`src/dq_pkg.sv`:
```
// Shared types and codes for the double-ended queue.
package dq_pkg;

  // Operation carried with each input transaction.
  typedef enum logic [1:0] {
    OP_PUSH_FRONT = 2'd0,
    OP_POP_FRONT  = 2'd1,
    OP_PUSH_BACK  = 2'd2,
    OP_POP_BACK   = 2'd3
  } op_t;

  // Result status codes.
  localparam logic [1:0] ST_OK    = 2'd0;
  localparam logic [1:0] ST_EMPTY = 2'd1;
  localparam logic [1:0] ST_FULL  = 2'd2;

  // Element and field widths.
  localparam int unsigned DATA_W = 32;
  localparam int unsigned FILL_W = 5;

  // Per-cycle command broadcast to every storage cell.
  typedef struct packed {
    logic shift_in;   // take the left neighbor's element (push at the front)
    logic shift_out;  // take the right neighbor's element (pop from the front)
    logic append;     // the cell at the fill position takes the new element
  } cell_ctrl_t;

endpackage

```
`src/dq_cell.sv`:
```
// One storage cell of the queue: holds the element at a fixed distance from the front.
module dq_cell
  import dq_pkg::*;
#(
  parameter int unsigned INDEX = 0,
  parameter int unsigned CW    = 5
) (
  input  logic              clk,
  input  cell_ctrl_t        ctrl,
  input  logic [CW-1:0]     count,
  input  logic [DATA_W-1:0] push_value,
  input  logic [DATA_W-1:0] left_data,
  input  logic [DATA_W-1:0] right_data,
  output logic [DATA_W-1:0] data,
  output logic [DATA_W-1:0] back_data
);

  logic at_fill;
  logic at_tail;

  // Position of this cell relative to the current fill level.
  assign at_fill = (count == CW'(INDEX));
  assign at_tail = (count == CW'(INDEX + 1));

  // The element leaves through the back port only when this cell is the last one held.
  assign back_data = at_tail ? data : '0;

  // Shift toward the back, shift toward the front, or accept an appended element.
  always_ff @(posedge clk) begin
    if (ctrl.shift_in) begin
      data <= left_data;
    end else if (ctrl.shift_out) begin
      data <= right_data;
    end else if (ctrl.append && at_fill) begin
      data <= push_value;
    end
  end

endmodule

```
`src/double_ended_queue.sv`:
```
// Top level of the bounded double-ended queue built from a row of shifting cells.
//
// Usage:
//   Each input transaction on the s_ channel carries one operation in s_tuser
//   (push front, pop front, push back, pop back) and, for pushes, the element
//   in s_tdata. Each input transaction produces exactly one result transaction
//   on the m_ channel: the popped element and the fill count in m_tdata, the
//   status in m_tuser (ok, pop on empty, push on full).
//   Elements sit in a row of CAPACITY cells, front element in cell 0. A push or
//   pop at the front shifts the whole row by one place; a push at the back
//   writes the cell at the fill position and a pop at the back reads the last
//   held cell.
//   The result is registered and becomes valid in the cycle after the input
//   transaction; with its single output register the block takes one operation every cycle while results are taken.
//   When the receiver stalls, the result waits in the output register and
//   s_tready stays low until it is taken.
//   Reset empties the queue and drops any pending result; cell contents are
//   not cleared since no cell is read before it is written.
module double_ended_queue
  import dq_pkg::*;
#(
  parameter int unsigned CAPACITY = 16
) (
  input  logic        clk,
  input  logic        rst,
  input  logic        s_tvalid,
  output logic        s_tready,
  input  logic [31:0] s_tdata,  // [31:0] push_value
  input  logic [1:0]  s_tuser,  // [1:0] mode
  output logic        m_tvalid,
  input  logic        m_tready,
  output logic [39:0] m_tdata,  // [31:0] popped_value, [36:32] fill_count, [39:37] zero
  output logic [1:0]  m_tuser   // [1:0] status
);

  localparam int unsigned CW = $clog2(CAPACITY + 1);

  logic [CW-1:0]     count;
  logic [CW-1:0]     count_next;
  logic              xfer;
  logic              full;
  logic              empty;
  op_t               op;
  cell_ctrl_t        ctrl;
  cell_ctrl_t        cell_ctrl;
  logic [1:0]        status_next;
  logic [DATA_W-1:0] popped_next;
  logic [DATA_W-1:0] back_any;
  logic [DATA_W-1:0] out_popped;
  logic [1:0]        out_status;
  logic [FILL_W-1:0] out_fill;

  logic [DATA_W-1:0] cell_data  [CAPACITY];
  logic [DATA_W-1:0] back_data  [CAPACITY];
  logic [DATA_W-1:0] left_data  [CAPACITY];
  logic [DATA_W-1:0] right_data [CAPACITY];

  // Accept a new operation whenever the output register is free or being drained.
  assign s_tready = !m_tvalid || m_tready;
  assign xfer     = s_tvalid && s_tready;

  assign op    = op_t'(s_tuser);
  assign full  = (count == CW'(CAPACITY));
  assign empty = (count == '0);

  // Collect the last held element; at most one cell drives it.
  always_comb begin
    back_any = '0;
    for (int i = 0; i < CAPACITY; i++) begin
      back_any = back_any | back_data[i];
    end
  end

  // Decode the operation into a cell command, status, popped element and new count.
  always_comb begin
    ctrl        = '0;
    status_next = ST_OK;
    popped_next = '0;
    count_next  = count;
    unique case (op)
      OP_PUSH_FRONT: begin
        if (full) begin
          status_next = ST_FULL;
        end else begin
          ctrl.shift_in = 1'b1;
          count_next    = count + CW'(1);
        end
      end
      OP_POP_FRONT: begin
        if (empty) begin
          status_next = ST_EMPTY;
        end else begin
          ctrl.shift_out = 1'b1;
          popped_next    = cell_data[0];
          count_next     = count - CW'(1);
        end
      end
      OP_PUSH_BACK: begin
        if (full) begin
          status_next = ST_FULL;
        end else begin
          ctrl.append = 1'b1;
          count_next  = count + CW'(1);
        end
      end
      OP_POP_BACK: begin
        if (empty) begin
          status_next = ST_EMPTY;
        end else begin
          popped_next = back_any;
          count_next  = count - CW'(1);
        end
      end
      default: begin
        status_next = ST_OK;
      end
    endcase
  end

  // Cells act only on an accepted transaction.
  assign cell_ctrl = xfer ? ctrl : '0;

  // Row of cells, each wired to its neighbors; the ends take the new element or hold.
  for (genvar g = 0; g < CAPACITY; g++) begin : g_cell
    if (g == 0) begin : g_first
      assign left_data[g] = s_tdata;
    end else begin : g_inner_l
      assign left_data[g] = cell_data[g-1];
    end
    if (g == CAPACITY - 1) begin : g_last
      assign right_data[g] = cell_data[g];
    end else begin : g_inner_r
      assign right_data[g] = cell_data[g+1];
    end

    dq_cell #(
      .INDEX (g),
      .CW    (CW)
    ) u_cell (
      .clk        (clk),
      .ctrl       (cell_ctrl),
      .count      (count),
      .push_value (s_tdata),
      .left_data  (left_data[g]),
      .right_data (right_data[g]),
      .data       (cell_data[g]),
      .back_data  (back_data[g])
    );
  end

  // Fill count and result valid flag.
  always_ff @(posedge clk) begin
    if (rst) begin
      count    <= '0;
      m_tvalid <= 1'b0;
    end else begin
      if (xfer) begin
        count    <= count_next;
        m_tvalid <= 1'b1;
      end else if (m_tready) begin
        m_tvalid <= 1'b0;
      end
    end
  end

  // Result payload register.
  always_ff @(posedge clk) begin
    if (xfer) begin
      out_popped <= popped_next;
      out_status <= status_next;
      out_fill   <= FILL_W'(count_next);
    end
  end

  assign m_tdata = {3'b000, out_fill, out_popped};
  assign m_tuser = out_status;

  // The fill level never goes past the number of cells.
  a_count_bound: assert property (@(posedge clk) disable iff (rst)
    count <= CW'(CAPACITY))
    else $error("fill count exceeds capacity");

  // A push that was accepted on a non-full queue grows the count by one.
  a_push_grows: assert property (@(posedge clk) disable iff (rst)
    (xfer && (op == OP_PUSH_FRONT || op == OP_PUSH_BACK) && !full)
      |=> count == $past(count) + CW'(1))
    else $error("successful push did not grow the queue");

  // A full status is reported only with a full queue and carries no element.
  a_full_status: assert property (@(posedge clk) disable iff (rst)
    (m_tvalid && m_tuser == ST_FULL) |-> (count == CW'(CAPACITY) && out_popped == '0))
    else $error("full status reported on a queue that is not full");

  // An empty status leaves the queue empty and carries no element.
  a_empty_status: assert property (@(posedge clk) disable iff (rst)
    (m_tvalid && m_tuser == ST_EMPTY) |-> (out_fill == '0 && out_popped == '0))
    else $error("empty status reported with elements held");

endmodule

```
`config.mk`:
```
export PLATFORM = sky130hd
export DESIGN_NAME = double_ended_queue
export DESIGN_NICKNAME = d
export VERILOG_FILES = /design/src/dq_pkg.sv /design/src/dq_cell.sv /design/src/double_ended_queue.sv
export SDC_FILE = /design/constraint.sdc
export NUM_CORES = 1
export LEC_CHECK = 0
export BUFFER_PORTS_ARGS = -buffer_cell sky130_fd_sc_hd__clkbuf_2
export CORE_MARGIN = 4
export CORE_UTILIZATION = 60
export DETAILED_ROUTE_END_ITERATION = 16
export PLACE_DENSITY = 0.74
export SYNTH_ARGS = -nofsm -noshare
export SYNTH_HDL_FRONTEND = slang
export SYNTH_SLANG_ARGS = --single-unit
```
`constraint.sdc`:
```
create_clock -name clk -period 18.5 [get_ports clk]
set_clock_uncertainty 0.15 [all_clocks]
set_input_delay 2.775 -clock clk [delete_from_list [all_inputs] [get_ports clk]]
set_output_delay 2.775 -clock clk [all_outputs]
set_load 0.02 [all_outputs]
```
==> metrics list <==
- The cell sitting at the root of the clock tree is a sky130_fd_sc_hd__clkbuf_16.
- Yosys printed 0 warnings.
- In this run the worst setup path begins at s_tuser[1].
- After legalization and detailed placement, the total HPWL measured 45200 um.
- Counting every sink on the clock net gives 557.
- Internal power comes to 0.00243 W.
* Total of cells resized after clock tree synthesis: 0
- Crit Reg-Reg Endpoint: g_cell[15].u_cell.data[19]
* Number of global-route vias before repair: 19620
- Most Crowded Layer GR: met1
- Global-route met3 utilization: 9.64%
- PwrDens: 113 nW/um^2
- Maximum vdd drop: 0.0797 mV
- The tool flagged a number of max-cap violations equal to 0.
- Slew HR: 12.7%
- The synthesized netlist occupies a cell area of 27600 um^2.
- Worst EP arrival: 6.89 ns
* Vias per cell: 8.29
* Final setup violation count: 0
- The die covers 49500 um^2.
- Final clock period utilization by the worst path: 36.1%
- Switching Power: 0.000983 W
- The critical path is of the input port to flip-flop type.
- Post-synthesis sequential area ratio: 60.4%
- Launching element type of the critical path: input port
- Max-slew violation total from the final report: 0
- For this design the top-level I/O count stands at 82.
- TritonCTS built the clock tree.
* Total Neg Setup Slack: 0 ns
- The count of buffers added on input and output ports is 78.
- Internal reg-to-reg setup slack: 13.11 ns
- CTS built an H-tree with a depth of 2.
- The run finished with clean final reports.
* Reg2Reg Depth: 9
- Tightest Hold Check Type: flip-flop to flip-flop
- Count of state elements after synthesis: 557
- Transition time of the tightest slew-check pin: 1.30 ns
- Fraction of met2 tracks used by global routing: 47.5%
* Die W: 222 um
- Setup fix buffers added after clock tree synthesis: 0
- Worst flop-to-flop path startpoint: count[0]
- In this run the core area contains 78 standard-cell rows.
* RSZ-0062 raised after global routing: no
- Net count reported at finish: 1912
- Worst path required time: 18.72 ns
- Drt total wl: 87100 um
* Total CTS buffers: 57
- Sequential cells burn 48.2% of the power.
- The region available for standard cell placement spans 45400 um^2.
* Maximum clock frequency: 150 MHz
* Final-report hold violation count: 0
- Fill cells in the final layout number 3175.
* Height of the die: 222 um
* Most common library cell in the layout ignoring fill and taps: sky130_fd_sc_hd__edfxtp_1
- The routed layout has 20857 vias.
* First-pass GRT wire length: 127000 um
- Net switching is 28.8% of the power.
* Number of enable-type register cells in the synthesized netlist: 551
* Global placer's final weighted congestion: 0.891
* Synth-to-layout area growth: 9.17%
- For this design the static power due to leakage is 9.55 nW.
* Longest Clk Path Bufs: 3
* Cts hold-fix bufs: 0
- Clock-pin slew was measured on the worst setup and hold paths at 0.07 ns.
- After the first detailed-routing iteration, the DRC count stood at 4118.
* Pin count of the biggest net entering global routing: 204
* Part of the total power dissipated in the clock network: 34.1%
- At the later pin of the worst-skew pair, clock insertion delay measures 0.62 ns.
* Comb power frac: 17.8%
* Async set-or-reset flop fraction in the synthesized netlist: 0%
- Subtracting the final worst setup slack from the clock period gives 6.67 ns.
- The worst setup path is captured at a flip-flop.
* Dominant register cell in the synthesized netlist: sky130_fd_sc_hd__edfxtp_1
* Avg Synthesized Cell Area: 14.5 um^2
- Of all nets on the critical path, the largest fanout is 193.
* Most frequent cells in the layout: sky130_fd_sc_hd__edfxtp_1 (551), sky130_fd_sc_hd__a221o_1 (449), sky130_fd_sc_hd__a22oi_1 (86)
* Antenna violations before repair: 2
* Total overflow reported by the global router: 0
- Starting density of the core: 60.8%
* Met1 Use GR: 49.1%
- Dividing the detail-routed wire length by the instance count gives 34.6 um.
* GRT Overall Usage: 33.6%
* Fraction of layout cells with a size suffix above 1: 17.3%
- Following the worst setup path forward leads to its endpoint at g_cell[15].u_cell.data[19].
- The detail route stage leaves a number of antenna-violating nets equal to 0.
* Final hold slack: 0.431 ns
- In the routed design, unresolved DRC markers number 0.
* Synthesized netlist cell count: 1909
- Yosys cell types: 68
- The first detailed-routing pass ran for 7 iterations.
## power groups by stage
| stage | Clock [W] | Combinational (W) | Sequential [W] |
|---|---|---|---|
| after detailed placement | 0 | 0.000583 | 0.00166 |
| after floorplan | 0 | 0.000375 | 0.00165 |
| after global routing | 0.00121 | 0.000630 | 0.00165 |
| after CTS | 0.00116 | 0.000586 | 0.00164 |
| final | 0.00116 | 0.000606 | 0.00164 |
| after global placement | 0 | 0.000567 | 0.00166 |
## flip-flops by register name, indices dropped and copies added, names as in the netlist
signal	cells
count	5
g_cell.u_cell.data	512
m_tuser	2
m_tvalid	1
out_fill	5
out_popped	32
## logic make-up after synthesis
family / synth area share (%)
other: 0.0136
XOR/XNOR: 0.0953
adder cells (fa/ha/maj): 0.272
AND/OR/NAND/NOR: 3.03
buffers and inverters: 4.49
multiplexers: 5.76
flip-flops: 60.4
AO/OA/AOI/OAI: 25.9
## per-layer routing
layer	vias to the layer above	routed length, um
met4	0	4310
met5	-	0
li1	8344	-
met1	10292	32500
met2	1884	36700
met3	337	13600
## worst max-delay path, stage by stage
cell and delay, ns:
sky130_fd_sc_hd__buf_2 0.32, sky130_fd_sc_hd__nor3_4 0.26, sky130_fd_sc_hd__buf_4 0.61, sky130_fd_sc_hd__and2_4 0.74, sky130_fd_sc_hd__buf_12 0.59, sky130_fd_sc_hd__buf_4 0.81, sky130_fd_sc_hd__mux2_2 0.41
## stage by stage
| step | area [um^2] | total power [W] | worst slack (ns) | util (%) | instances |
|---|---|---|---|---|---|
| after floorplan | 27600 | 0.00203 | 10.02 | - | 1911 |
| after global placement | 28300 | 0.00223 | 11.52 | 62.3 | 2409 |
| after detailed placement | 28300 | 0.00224 | 11.46 | 62.3 | 2409 |
| after CTS | 30100 | 0.00339 | 12.07 | 66.4 | 2516 |
| after global routing | 30100 | 0.00349 | 11.84 | 66.4 | 2517 |
| final | 30100 | 0.00341 | 11.83 | 66.4 | 2517 |
## cell usage after synthesis (6+ instances only)
master,n,share of area [%]
sky130_fd_sc_hd__edfxtp_1,551,60
sky130_fd_sc_hd__a221o_1,449,16
sky130_fd_sc_hd__clkbuf_1,102,1.4
sky130_fd_sc_hd__buf_2,92,1.7
sky130_fd_sc_hd__a22oi_1,86,2.3
sky130_fd_sc_hd__mux2_2,79,3.2
sky130_fd_sc_hd__mux2i_1,70,2.5
sky130_fd_sc_hd__a22o_1,58,1.8
sky130_fd_sc_hd__nand2_1,43,0.59
sky130_fd_sc_hd__o211ai_1,31,0.84
sky130_fd_sc_hd__a21boi_1,28,0.76
sky130_fd_sc_hd__nor2_1,24,0.33
sky130_fd_sc_hd__buf_6,23,0.94
sky130_fd_sc_hd__o21ai_0,20,0.36
sky130_fd_sc_hd__nor4_1,19,0.43
sky130_fd_sc_hd__o22ai_1,19,0.43
sky130_fd_sc_hd__a311oi_1,18,0.57
sky130_fd_sc_hd__a21oi_1,16,0.29
sky130_fd_sc_hd__a31oi_1,13,0.29
sky130_fd_sc_hd__and3_1,11,0.25
sky130_fd_sc_hd__inv_1,11,0.15
sky130_fd_sc_hd__o22a_1,11,0.35
sky130_fd_sc_hd__a222oi_1,10,0.36
sky130_fd_sc_hd__buf_1,9,0.12
sky130_fd_sc_hd__buf_4,8,0.22
sky130_fd_sc_hd__nand3_1,7,0.13
sky130_fd_sc_hd__nor2b_1,7,0.16
sky130_fd_sc_hd__dfxtp_1,6,0.44
sky130_fd_sc_hd__ha_1,6,0.27
sky130_fd_sc_hd__nand2b_1,6,0.14
sky130_fd_sc_hd__o31ai_1,6,0.16
## final cells by class
class	instances	area (um^2)	share of cell area (%)
clock inverter	30	294	0.976
sequential	557	16700	55.4
tap	600	751	2.49
clock buffer	77	1540	5.13
multi-input combinational	1109	9990	33.2
timing repair buffer	132	821	2.73
inverter	11	41.3	0.137
antenna	1	2.50	0.00831
## worst min path at each step
stage	from	endpoint	slack, ns	cells past startpoint
3_5_place_dp	g_cell[15].u_cell.data[18]	g_cell[14].u_cell.data[18]	0.41	1
4_1_cts	g_cell[15].u_cell.data[12]	g_cell[14].u_cell.data[12]	0.44	1
6_report	g_cell[15].u_cell.data[18]	g_cell[14].u_cell.data[18]	0.43	1
5_1_grt	g_cell[15].u_cell.data[18]	g_cell[14].u_cell.data[18]	0.45	1
3_3_place_gp	g_cell[15].u_cell.data[9]	g_cell[14].u_cell.data[9]	0.41	1
2_1_floorplan	g_cell[15].u_cell.data[11]	g_cell[14].u_cell.data[11]	0.40	1
No activity file was read; power rests on OpenSTA's default activity.
